**config.mk**
```make
export PLATFORM = sky130hd
export DESIGN_NAME = color_difference_peak_locator_top
export DESIGN_NICKNAME = d
export VERILOG_FILES = /design/src/rtl/cdpl_pkg.sv /design/src/rtl/cdpl_front.sv /design/src/rtl/cdpl_root_cell.sv /design/src/rtl/cdpl_peak_track.sv /design/src/rtl/color_difference_peak_locator_top.sv
export VERILOG_INCLUDE_DIRS = /design/src /design/src/rtl
export SDC_FILE = /design/constraint.sdc
export NUM_CORES = 1
export LEC_CHECK = 0
export BUFFER_PORTS_ARGS = -buffer_cell sky130_fd_sc_hd__buf_2
export CORE_MARGIN = 2
export CORE_UTILIZATION = 40
export CTS_BUF_LIST = sky130_fd_sc_hd__clkbuf_4 sky130_fd_sc_hd__clkbuf_8
export CTS_CLUSTER_DIAMETER = 50
export DETAILED_ROUTE_END_ITERATION = 16
export GPL_ROUTABILITY_DRIVEN = 0
export SLEW_MARGIN = 0
export SYNTH_ARGS = -nofsm -noshare
export SYNTH_HDL_FRONTEND = slang
export SYNTH_SLANG_ARGS = --single-unit
```
**constraint.sdc**
```tcl
create_clock -name clk -period 8.3 [get_ports clk]
set_input_delay 1.66 -clock clk [delete_from_list [all_inputs] [get_ports clk]]
set_output_delay 1.66 -clock clk [all_outputs]
set_load 0.01 [all_outputs]
```
**src/rtl/color_difference_peak_locator_top_defines.svh**
```systemverilog
// Assertion macros shared by the color difference peak locator RTL.
// Self-contained; included by the modules that carry assertions.
`ifndef COLOR_DIFFERENCE_PEAK_LOCATOR_TOP_DEFINES_SVH
`define COLOR_DIFFERENCE_PEAK_LOCATOR_TOP_DEFINES_SVH

`ifndef NO_ASSERTIONS

// The consequent must hold in the same cycle as the antecedent.
`define CDPL_ASSERT_NOW(lbl, clk, rst_n, ante, cons) \
    lbl: assert property (@(posedge clk) disable iff (!rst_n) (ante) |-> (cons)) \
        else $error("cdpl assertion failed");

// The consequent must hold in the cycle after the antecedent.
`define CDPL_ASSERT_NEXT(lbl, clk, rst_n, ante, cons) \
    lbl: assert property (@(posedge clk) disable iff (!rst_n) (ante) |=> (cons)) \
        else $error("cdpl assertion failed");

`else

`define CDPL_ASSERT_NOW(lbl, clk, rst_n, ante, cons)
`define CDPL_ASSERT_NEXT(lbl, clk, rst_n, ante, cons)

`endif

`endif

```
**src/rtl/cdpl_pkg.sv**
```systemverilog
// Types and constants of the color difference peak locator.
// No dependencies; used by every module of the block.
package cdpl_pkg;

    localparam int CH_W     = 8;
    localparam int SQ_W     = 16;
    localparam int SUM_W    = 18;
    localparam int ROOT_W   = 8;
    localparam int POS_W    = 11;
    localparam int CFG_W    = 12;
    localparam int CFG_ADDR_W = 1;

    localparam logic [CFG_ADDR_W-1:0] REG_FRAME_WIDTH  = 1'b0;
    localparam logic [CFG_ADDR_W-1:0] REG_FRAME_HEIGHT = 1'b1;

    localparam logic [CFG_W-1:0] FRAME_WIDTH_RST  = 12'd640;
    localparam logic [CFG_W-1:0] FRAME_HEIGHT_RST = 12'd480;

    // Radicand used when the squared sum reaches 65536 or more; its root is 255.
    localparam logic [SQ_W-1:0] RADICAND_SAT = 16'hFFFF;

    typedef struct packed {
        logic [CH_W-1:0] cur_c0;
        logic [CH_W-1:0] cur_c1;
        logic [CH_W-1:0] cur_c2;
        logic [CH_W-1:0] ref_c0;
        logic [CH_W-1:0] ref_c1;
        logic [CH_W-1:0] ref_c2;
    } pix_word_t;

    typedef struct packed {
        logic [POS_W-1:0]  spot_col;
        logic [POS_W-1:0]  spot_row;
        logic [ROOT_W-1:0] peak_level;
    } spot_word_t;

    typedef struct packed {
        logic [POS_W-1:0] col;
        logic [POS_W-1:0] row;
        logic             last;
    } pos_tag_t;

    typedef struct packed {
        logic [SQ_W-1:0]   radicand;
        logic [ROOT_W-1:0] root;
        pos_tag_t          tag;
    } root_stage_t;

endpackage

```
**src/rtl/cdpl_front.sv**
```systemverilog
// Input stage: raster position counters and the saturated sum of squared differences.
// Depends on cdpl_pkg.
module cdpl_front #(
    parameter int MAX_WIDTH  = 2048,
    parameter int MAX_HEIGHT = 2048
) (
    input  logic                      clk,
    input  logic                      rst_n,
    input  logic                      in_valid,
    output logic                      in_ready,
    input  cdpl_pkg::pix_word_t       in_word,
    input  logic [cdpl_pkg::CFG_W-1:0] width_cfg,
    input  logic [cdpl_pkg::CFG_W-1:0] height_cfg,
    output logic                      out_valid,
    input  logic                      out_ready,
    output cdpl_pkg::root_stage_t     out_data
);

    localparam int CW  = $clog2(MAX_WIDTH);
    localparam int RW  = $clog2(MAX_HEIGHT);
    localparam int SWW = (CW + 1 > cdpl_pkg::CFG_W) ? CW + 1 : cdpl_pkg::CFG_W;
    localparam int SWH = (RW + 1 > cdpl_pkg::CFG_W) ? RW + 1 : cdpl_pkg::CFG_W;

    logic [CW-1:0] col_reg, col_next;
    logic [RW-1:0] row_reg, row_next;
    logic          valid_reg;
    cdpl_pkg::root_stage_t data_reg, data_next;

    logic [SWW-1:0] width_eff;
    logic [SWH-1:0] height_eff;
    logic           row_end, frame_end, accept;
    logic [cdpl_pkg::CH_W-1:0] d0, d1, d2;
    logic [cdpl_pkg::SUM_W-1:0] sum;

    assign in_ready  = !valid_reg || out_ready;
    assign accept    = in_valid && in_ready;
    assign out_valid = valid_reg;
    assign out_data  = data_reg;

    always_comb
    begin
        // Zero sizes act as one, oversize ones saturate at the bound.
        if (width_cfg == '0)
            width_eff = SWW'(1);
        else if (SWW'(width_cfg) > SWW'(MAX_WIDTH))
            width_eff = SWW'(MAX_WIDTH);
        else
            width_eff = SWW'(width_cfg);

        if (height_cfg == '0)
            height_eff = SWH'(1);
        else if (SWH'(height_cfg) > SWH'(MAX_HEIGHT))
            height_eff = SWH'(MAX_HEIGHT);
        else
            height_eff = SWH'(height_cfg);

        row_end   = (SWW'(col_reg) + SWW'(1)) >= width_eff;
        frame_end = row_end && ((SWH'(row_reg) + SWH'(1)) >= height_eff);

        col_next = row_end ? '0 : col_reg + CW'(1);
        if (!row_end)
            row_next = row_reg;
        else if (frame_end)
            row_next = '0;
        else
            row_next = row_reg + RW'(1);

        d0 = (in_word.cur_c0 > in_word.ref_c0) ? in_word.cur_c0 - in_word.ref_c0
                                               : in_word.ref_c0 - in_word.cur_c0;
        d1 = (in_word.cur_c1 > in_word.ref_c1) ? in_word.cur_c1 - in_word.ref_c1
                                               : in_word.ref_c1 - in_word.cur_c1;
        d2 = (in_word.cur_c2 > in_word.ref_c2) ? in_word.cur_c2 - in_word.ref_c2
                                               : in_word.ref_c2 - in_word.cur_c2;
        sum = cdpl_pkg::SUM_W'(d0) * cdpl_pkg::SUM_W'(d0)
            + cdpl_pkg::SUM_W'(d1) * cdpl_pkg::SUM_W'(d1)
            + cdpl_pkg::SUM_W'(d2) * cdpl_pkg::SUM_W'(d2);

        data_next.radicand = (sum[cdpl_pkg::SUM_W-1:cdpl_pkg::SQ_W] != '0)
                           ? cdpl_pkg::RADICAND_SAT : sum[cdpl_pkg::SQ_W-1:0];
        data_next.root     = '0;
        data_next.tag.col  = cdpl_pkg::POS_W'(col_reg);
        data_next.tag.row  = cdpl_pkg::POS_W'(row_reg);
        data_next.tag.last = frame_end;
    end

    always_ff @(posedge clk or negedge rst_n)
    begin
        if (!rst_n)
        begin
            col_reg   <= '0;
            row_reg   <= '0;
            valid_reg <= 1'b0;
        end
        else
        begin
            if (accept)
            begin
                col_reg <= col_next;
                row_reg <= row_next;
            end
            if (in_ready)
                valid_reg <= in_valid;
        end
    end

    always_ff @(posedge clk)
    begin
        if (accept)
            data_reg <= data_next;
    end

endmodule

```
**src/rtl/cdpl_root_cell.sv**
```systemverilog
// One cell of the square root chain: decides a single bit of the root.
// Depends on cdpl_pkg.
module cdpl_root_cell #(
    parameter int BIT_POS = 7
) (
    input  logic                  clk,
    input  logic                  rst_n,
    input  logic                  in_valid,
    output logic                  in_ready,
    input  cdpl_pkg::root_stage_t in_data,
    output logic                  out_valid,
    input  logic                  out_ready,
    output cdpl_pkg::root_stage_t out_data
);

    localparam logic [cdpl_pkg::ROOT_W-1:0] TRIAL_BIT = cdpl_pkg::ROOT_W'(1) << BIT_POS;

    logic                  valid_reg;
    cdpl_pkg::root_stage_t data_reg, data_next;
    logic [cdpl_pkg::ROOT_W-1:0] trial;
    logic [cdpl_pkg::SQ_W-1:0]   trial_sq;

    assign in_ready  = !valid_reg || out_ready;
    assign out_valid = valid_reg;
    assign out_data  = data_reg;

    always_comb
    begin
        trial     = in_data.root | TRIAL_BIT;
        trial_sq  = trial * trial;
        data_next = in_data;
        if (trial_sq <= in_data.radicand)
            data_next.root = trial;
    end

    always_ff @(posedge clk or negedge rst_n)
    begin
        if (!rst_n)
            valid_reg <= 1'b0;
        else if (in_ready)
            valid_reg <= in_valid;
    end

    always_ff @(posedge clk)
    begin
        if (in_ready && in_valid)
            data_reg <= data_next;
    end

endmodule

```
**src/rtl/cdpl_peak_track.sv**
```systemverilog
// Running peak of the frame, spot location and the output register.
// Depends on cdpl_pkg and the assertion macro header.
`include "color_difference_peak_locator_top_defines.svh"

module cdpl_peak_track (
    input  logic                  clk,
    input  logic                  rst_n,
    input  logic                  in_valid,
    output logic                  in_ready,
    input  cdpl_pkg::root_stage_t in_data,
    output logic                  spot_valid,
    input  logic                  spot_ready,
    output cdpl_pkg::spot_word_t  spot
);

    logic [cdpl_pkg::ROOT_W-1:0] peak_reg, peak_next;
    logic [cdpl_pkg::POS_W-1:0]  best_col_reg, best_col_next;
    logic [cdpl_pkg::POS_W-1:0]  best_row_reg, best_row_next;
    logic                        spot_valid_reg;
    cdpl_pkg::spot_word_t        spot_reg;
    logic                        take, beat;

    // Only a frame-ending word needs the output register to be free.
    assign in_ready   = !in_data.tag.last || !spot_valid_reg || spot_ready;
    assign take       = in_valid && in_ready;
    assign spot_valid = spot_valid_reg;
    assign spot       = spot_reg;

    always_comb
    begin
        beat          = in_data.root > peak_reg;
        peak_next     = beat ? in_data.root : peak_reg;
        best_col_next = beat ? in_data.tag.col : best_col_reg;
        best_row_next = beat ? in_data.tag.row : best_row_reg;
    end

    always_ff @(posedge clk or negedge rst_n)
    begin
        if (!rst_n)
        begin
            peak_reg       <= '0;
            best_col_reg   <= '0;
            best_row_reg   <= '0;
            spot_valid_reg <= 1'b0;
        end
        else
        begin
            if (take)
            begin
                best_col_reg <= best_col_next;
                best_row_reg <= best_row_next;
                peak_reg     <= in_data.tag.last ? '0 : peak_next;
            end
            if (take && in_data.tag.last)
                spot_valid_reg <= 1'b1;
            else if (spot_ready)
                spot_valid_reg <= 1'b0;
        end
    end

    always_ff @(posedge clk)
    begin
        if (take && in_data.tag.last)
        begin
            spot_reg.spot_col   <= best_col_next;
            spot_reg.spot_row   <= best_row_next;
            spot_reg.peak_level <= peak_next;
        end
    end

    `CDPL_ASSERT_NEXT(a_peak_restarts, clk, rst_n, take && in_data.tag.last, peak_reg == '0)
    `CDPL_ASSERT_NEXT(a_peak_grows, clk, rst_n, take && !in_data.tag.last,
                      peak_reg >= $past(peak_reg))
    `CDPL_ASSERT_NEXT(a_spot_moves, clk, rst_n, take && beat,
                      best_col_reg == $past(in_data.tag.col) &&
                      best_row_reg == $past(in_data.tag.row))
    `CDPL_ASSERT_NOW(a_no_overwrite, clk, rst_n, spot_valid_reg && !spot_ready,
                     !(take && in_data.tag.last))

endmodule

```
**src/rtl/color_difference_peak_locator_top.sv**
```systemverilog
// Top level of the color difference peak locator.
// Depends on cdpl_pkg, cdpl_front, cdpl_root_cell, cdpl_peak_track.
//
// Channel   Direction  Word          Handshake
// pix       in         pix_word_t    pix_valid / pix_ready
// spot      out        spot_word_t   spot_valid / spot_ready
// cfg       in         12-bit data   cfg_we, index cfg_addr
//
// One pixel word is taken per clock unless the result word is held back; the
// chain of eight root cells is pipelined, each cell resolving one bit of the root.
// The tracker registers the result when a frame's last word leaves the root cells.
// Reset clears the raster position, the running peak, the spot location and
// all valid bits, and loads a 640 by 480 frame size.
// pix_ready drops only while a frame-ending word sits at the peak tracker and
// the previous result word has not yet been taken.
module color_difference_peak_locator_top #(
    parameter int MAX_WIDTH  = 2048,
    parameter int MAX_HEIGHT = 2048
) (
    input  logic                                clk,
    input  logic                                rst_n,
    input  logic                                pix_valid,
    output logic                                pix_ready,
    input  cdpl_pkg::pix_word_t                 pix,
    output logic                                spot_valid,
    input  logic                                spot_ready,
    output cdpl_pkg::spot_word_t                spot,
    input  logic                                cfg_we,
    input  logic [cdpl_pkg::CFG_ADDR_W-1:0]     cfg_addr,
    input  logic [cdpl_pkg::CFG_W-1:0]          cfg_data
);

    logic [cdpl_pkg::CFG_W-1:0] width_reg;
    logic [cdpl_pkg::CFG_W-1:0] height_reg;

    // Stage 0 is the front stage; stage k+1 is the output of root cell k.
    cdpl_pkg::root_stage_t stage_data  [0:cdpl_pkg::ROOT_W];
    logic                  stage_valid [0:cdpl_pkg::ROOT_W];
    logic                  stage_ready [0:cdpl_pkg::ROOT_W];

    // Frame size registers; the raw value is stored and clamped where it is used.
    always_ff @(posedge clk or negedge rst_n)
    begin
        if (!rst_n)
        begin
            width_reg  <= cdpl_pkg::FRAME_WIDTH_RST;
            height_reg <= cdpl_pkg::FRAME_HEIGHT_RST;
        end
        else if (cfg_we)
        begin
            unique case (cfg_addr)
                cdpl_pkg::REG_FRAME_WIDTH:  width_reg  <= cfg_data;
                cdpl_pkg::REG_FRAME_HEIGHT: height_reg <= cfg_data;
            endcase
        end
    end

    // The front stage tags each pixel with its raster position and whether it
    // closes the frame, and forms the saturated squared color distance.
    cdpl_front #(
        .MAX_WIDTH  (MAX_WIDTH),
        .MAX_HEIGHT (MAX_HEIGHT)
    ) u_front (
        .clk        (clk),
        .rst_n      (rst_n),
        .in_valid   (pix_valid),
        .in_ready   (pix_ready),
        .in_word    (pix),
        .width_cfg  (width_reg),
        .height_cfg (height_reg),
        .out_valid  (stage_valid[0]),
        .out_ready  (stage_ready[0]),
        .out_data   (stage_data[0])
    );

    // The root cells settle the root from its top bit down, one bit per cell.
    for (genvar k = 0; k < cdpl_pkg::ROOT_W; k++)
    begin : g_root
        cdpl_root_cell #(
            .BIT_POS (cdpl_pkg::ROOT_W - 1 - k)
        ) u_cell (
            .clk       (clk),
            .rst_n     (rst_n),
            .in_valid  (stage_valid[k]),
            .in_ready  (stage_ready[k]),
            .in_data   (stage_data[k]),
            .out_valid (stage_valid[k+1]),
            .out_ready (stage_ready[k+1]),
            .out_data  (stage_data[k+1])
        );
    end

    // The tracker keeps the first strict maximum of the frame and emits the
    // result word when the frame's last pixel passes through it.
    cdpl_peak_track u_track (
        .clk        (clk),
        .rst_n      (rst_n),
        .in_valid   (stage_valid[cdpl_pkg::ROOT_W]),
        .in_ready   (stage_ready[cdpl_pkg::ROOT_W]),
        .in_data    (stage_data[cdpl_pkg::ROOT_W]),
        .spot_valid (spot_valid),
        .spot_ready (spot_ready),
        .spot       (spot)
    );

endmodule
```
==> key figures <==
Floorplanning
  • DIE AREA: 78300 um2
  • Width of the die: 280 um
  • Y dimension of the die: 280 um
  • Initial Utilization: 0.402
  • Floorplan Core Area: 75700 um2
  • Boundary pin count: 98
  • Number of placement rows: 101

Outcome
  • Violations in the final reports: negative setup slack
  • Status: finished with violations

STA
  • Final Cycle Share: 1.32
  • Upper clock frequency limit: 0.0915 GHz
  • Unrepaired setup endpoints after global routing: yes
  • Slew at the pin with the worst max-slew slack: 1100 ps
  • Minimum setup slack in the final design: -2630 ps
  • Headroom to the max-slew limit: 0.263
  • Hold violation total from the final report: 0
  • Number of failing setup endpoints in the final timing report: 16
  • Final Hold Slack: 408 ps
  • Number of max-slew violations in the final report: 0
  • Fin Clk Skew: 27.0 ps
  • Clock period minus worst slack: 10930 ps

Yosys
  • Top cells by count, synth: sky130_fd_sc_hd__inv_1 (410), sky130_fd_sc_hd__edfxtp_1 (401), sky130_fd_sc_hd__ha_1 (328), sky130_fd_sc_hd__fa_1 (177), sky130_fd_sc_hd__nor2_1 (142)
  • Post-Syn Nets: 3058
  • Yosys warning count: 0
  • Library cells used by synthesis: 85
  • Fraction of registers with async set or reset after synthesis: 0.177
  • Post-synthesis area per instance: 12.2 um2
  • Sequential area share after synthesis: 0.466
  • Post-synthesis sequential element count: 487
  • Library cell with the highest instance count after synthesis: sky130_fd_sc_hd__inv_1
  • Synthesized cell area: 30400 um2
  • Portion of synthesized cell area occupied by the leading cell type: 0.396
  • Most used DFF post-synth: sky130_fd_sc_hd__edfxtp_1
  • Number of synthesized flops with an enable pin: 401
  • Leading cell types by total area after synthesis: sky130_fd_sc_hd__edfxtp_1 (40%), sky130_fd_sc_hd__ha_1 (13%), sky130_fd_sc_hd__fa_1 (12%), sky130_fd_sc_hd__dfrtp_1 (6.6%), sky130_fd_sc_hd__inv_1 (5.1%)
  • Cell accounting for the most synthesized area: sky130_fd_sc_hd__edfxtp_1
  • Number of instances in the synthesized netlist: 2487

Worst setup path
  • Flop-to-flop setup slack: 2490 ps
  • Critical path launch point: pix[40]
  • Depth of the most critical reg-to-reg path: 21
  • Critical-path cell with the highest stage delay: sky130_fd_sc_hd__fa_1
  • Max FO, Critical Path: 8
  • Arrival time at the worst endpoint: 11300 ps
  • Crit start category: input port
  • Required time at the worst-slack endpoint: 8670 ps
  • Kind of end point of the critical path: register
  • Top cell by count, worst path: sky130_fd_sc_hd__fa_1
  • Delay of the slowest critical-path stage: 530 ps
  • Worst R2R Start: g_root[5].u_cell.out_data[26]$_DFFE_PP_
  • Crit Path Class: in2reg

Min path
  • Type of the tightest min-delay check: reg2reg
  • Hold Crit Depth: 0
  • HP Start: u_front.out_data[12]$_DFFE_PP_

CTS
  • Insertion delay of the later-clocked pin in the worst-skew pair: 630 ps
  • H-Tree Depth: 3
  • Clock sinks: 487
  • Master cell of the clock root buffer: sky130_fd_sc_hd__clkbuf_8
  • Post-cts hold buffer count: 0
  • Longest Clk Path Bufs: 3
  • Clock Pin Slew Worst Setup and Hold Paths: 60 ps
  • CTS tree: built
  • Total CTS buffers: 79

Layout
  • Max reg flops: 332
  • Area used by multi-input combinational logic: 15100 um2
  • Register cell area after layout: 14200 um2
  • Nets@finish: 3407
  • Final-layout fill cell count: 6832
  • Layout area overhead: 17.5%
  • Share of final-layout standard cells stronger than drive strength 1: 0.219

GRT
  • Global router's overall resource usage: 0.149
  • Vias in the first global route: 20.7k
  • Global-route wire length before repair: 96200 um
  • Number of antenna violations at the first check in global routing: 1
  • Overflow left after global routing: 0
  • Pin count of the biggest net entering global routing: 69

Drt
  • Vias per Instance: 4.85
  • Post-Route WL: 56500 um
  • Vias post-DR: 18.8k
  • DRT antenna net count: 0
  • Count of routing violations after the opening detailed-route iteration: 604
  • Avg WL per Cell: 14.6 um
  • Number of iterations in the first detailed-routing pass: 4
  • DRC errors left: 0

Job
  • Max Cap Violations: 0

Place
  • Port bufs: 97
  • Post-detailed-placement half-perimeter wirelength: 44200 um
[worst max-delay path, delay by kind of cell]
family / cells / cell delay (ps)
compound gates: 9 / 1620
xor+xnor: 2 / 380
fa+ha+maj: 14 / 5890
buf+inv: 15 / 1020
mux: 1 / 320
simple gates: 4 / 400
[placed cells by master (no fill, tap or decap), drive strengths merged, types with 71 or more instances in the layout]
cell type and count:
nand2 135, fa 177, dfrtp 80, edfxtp 401, ha 328, clkbuf 111
a21oi 71, buf 303, mux2 87, inv 417, nor2 143, xnor2 84
[cell type report]
| class | count | share of cell area |
|---|---|---|
| diodes | 1 | 0.0000700 |
| clock buffers | 111 | 0.0377 |
| clock inverters | 34 | 0.00770 |
| inverters | 413 | 0.0437 |
| multi-input cells | 1552 | 0.422 |
| flip-flops and latches | 487 | 0.397 |
| well taps | 978 | 0.0342 |
| repair buffers | 303 | 0.0580 |
[through the flow]
stage	cell area [um2]	std cells	setup TNS (ps)	utilization	worst slack, ps
2_1_floorplan	30800	2487	-44670	-	-2860
3_3_place_gp	33700	3707	-52600	0.445	-3320
3_5_place_dp	33700	3707	-55020	0.445	-3480
4_1_cts	35600	3875	-40850	0.470	-2580
5_1_grt	35800	3879	-47200	0.472	-2970
6_report	35800	3879	-41710	0.472	-2630
[kinds of logic (layout without fill, tap and decap cells)]
| family | Yosys count | count (layout) | share of synthesized area |
|---|---|---|---|
| adder cells (fa/ha/maj) | 505 | 505 | 0.251 |
| XOR/XNOR | 121 | 121 | 0.0358 |
| buffers and inverters | 448 | 861 | 0.0557 |
| AND/OR/NAND/NOR | 516 | 516 | 0.0834 |
| flip-flops | 487 | 487 | 0.466 |
| AO/OA/AOI/OAI | 299 | 299 | 0.0672 |
| multiplexers | 111 | 111 | 0.0402 |
| other | 0 | 1 | 0 |
[metal layers]
layer / vias to the layer above / GRT usage / routed length [um]
met5: - / 0 / 0
met4: 0 / 0.0538 / 1450
met3: 102 / 0.0191 / 1490
met2: 241 / 0.289 / 30900
met1: 9235 / 0.165 / 22700
li1: 9225 / - / -
[worst paths after layout]
kind	endpoint
worst max-delay path	u_front.out_data[41]$_SDFFCE_PP1P_
worst min-delay path	g_root[0].u_cell.out_data[12]$_DFFE_PP_
worst max register to register	g_root[6].u_cell.out_data[24]$_SDFFCE_PP1P_
worst min register to register	g_root[0].u_cell.out_data[12]$_DFFE_PP_
max in group asynchronous	u_front.col_reg[4]$_DFFE_PN0P_
min in group asynchronous	u_track.peak_reg[1]$_DFFE_PN0P_
[what timing repair did]
| action | 4_1_cts | 5_1_grt |
|---|---|---|
| pin swaps | 31 | 20 |
| endpoints found under the setup margin | 16 | 16 |
| buffers inserted | 23 | 3 |
| gates resized for setup | 25 | 25 |
| gates cloned | 0 | 0 |
Power is not shown: default switching activity piles up to over one toggle a cycle in this logic, so the estimate is an artifact.
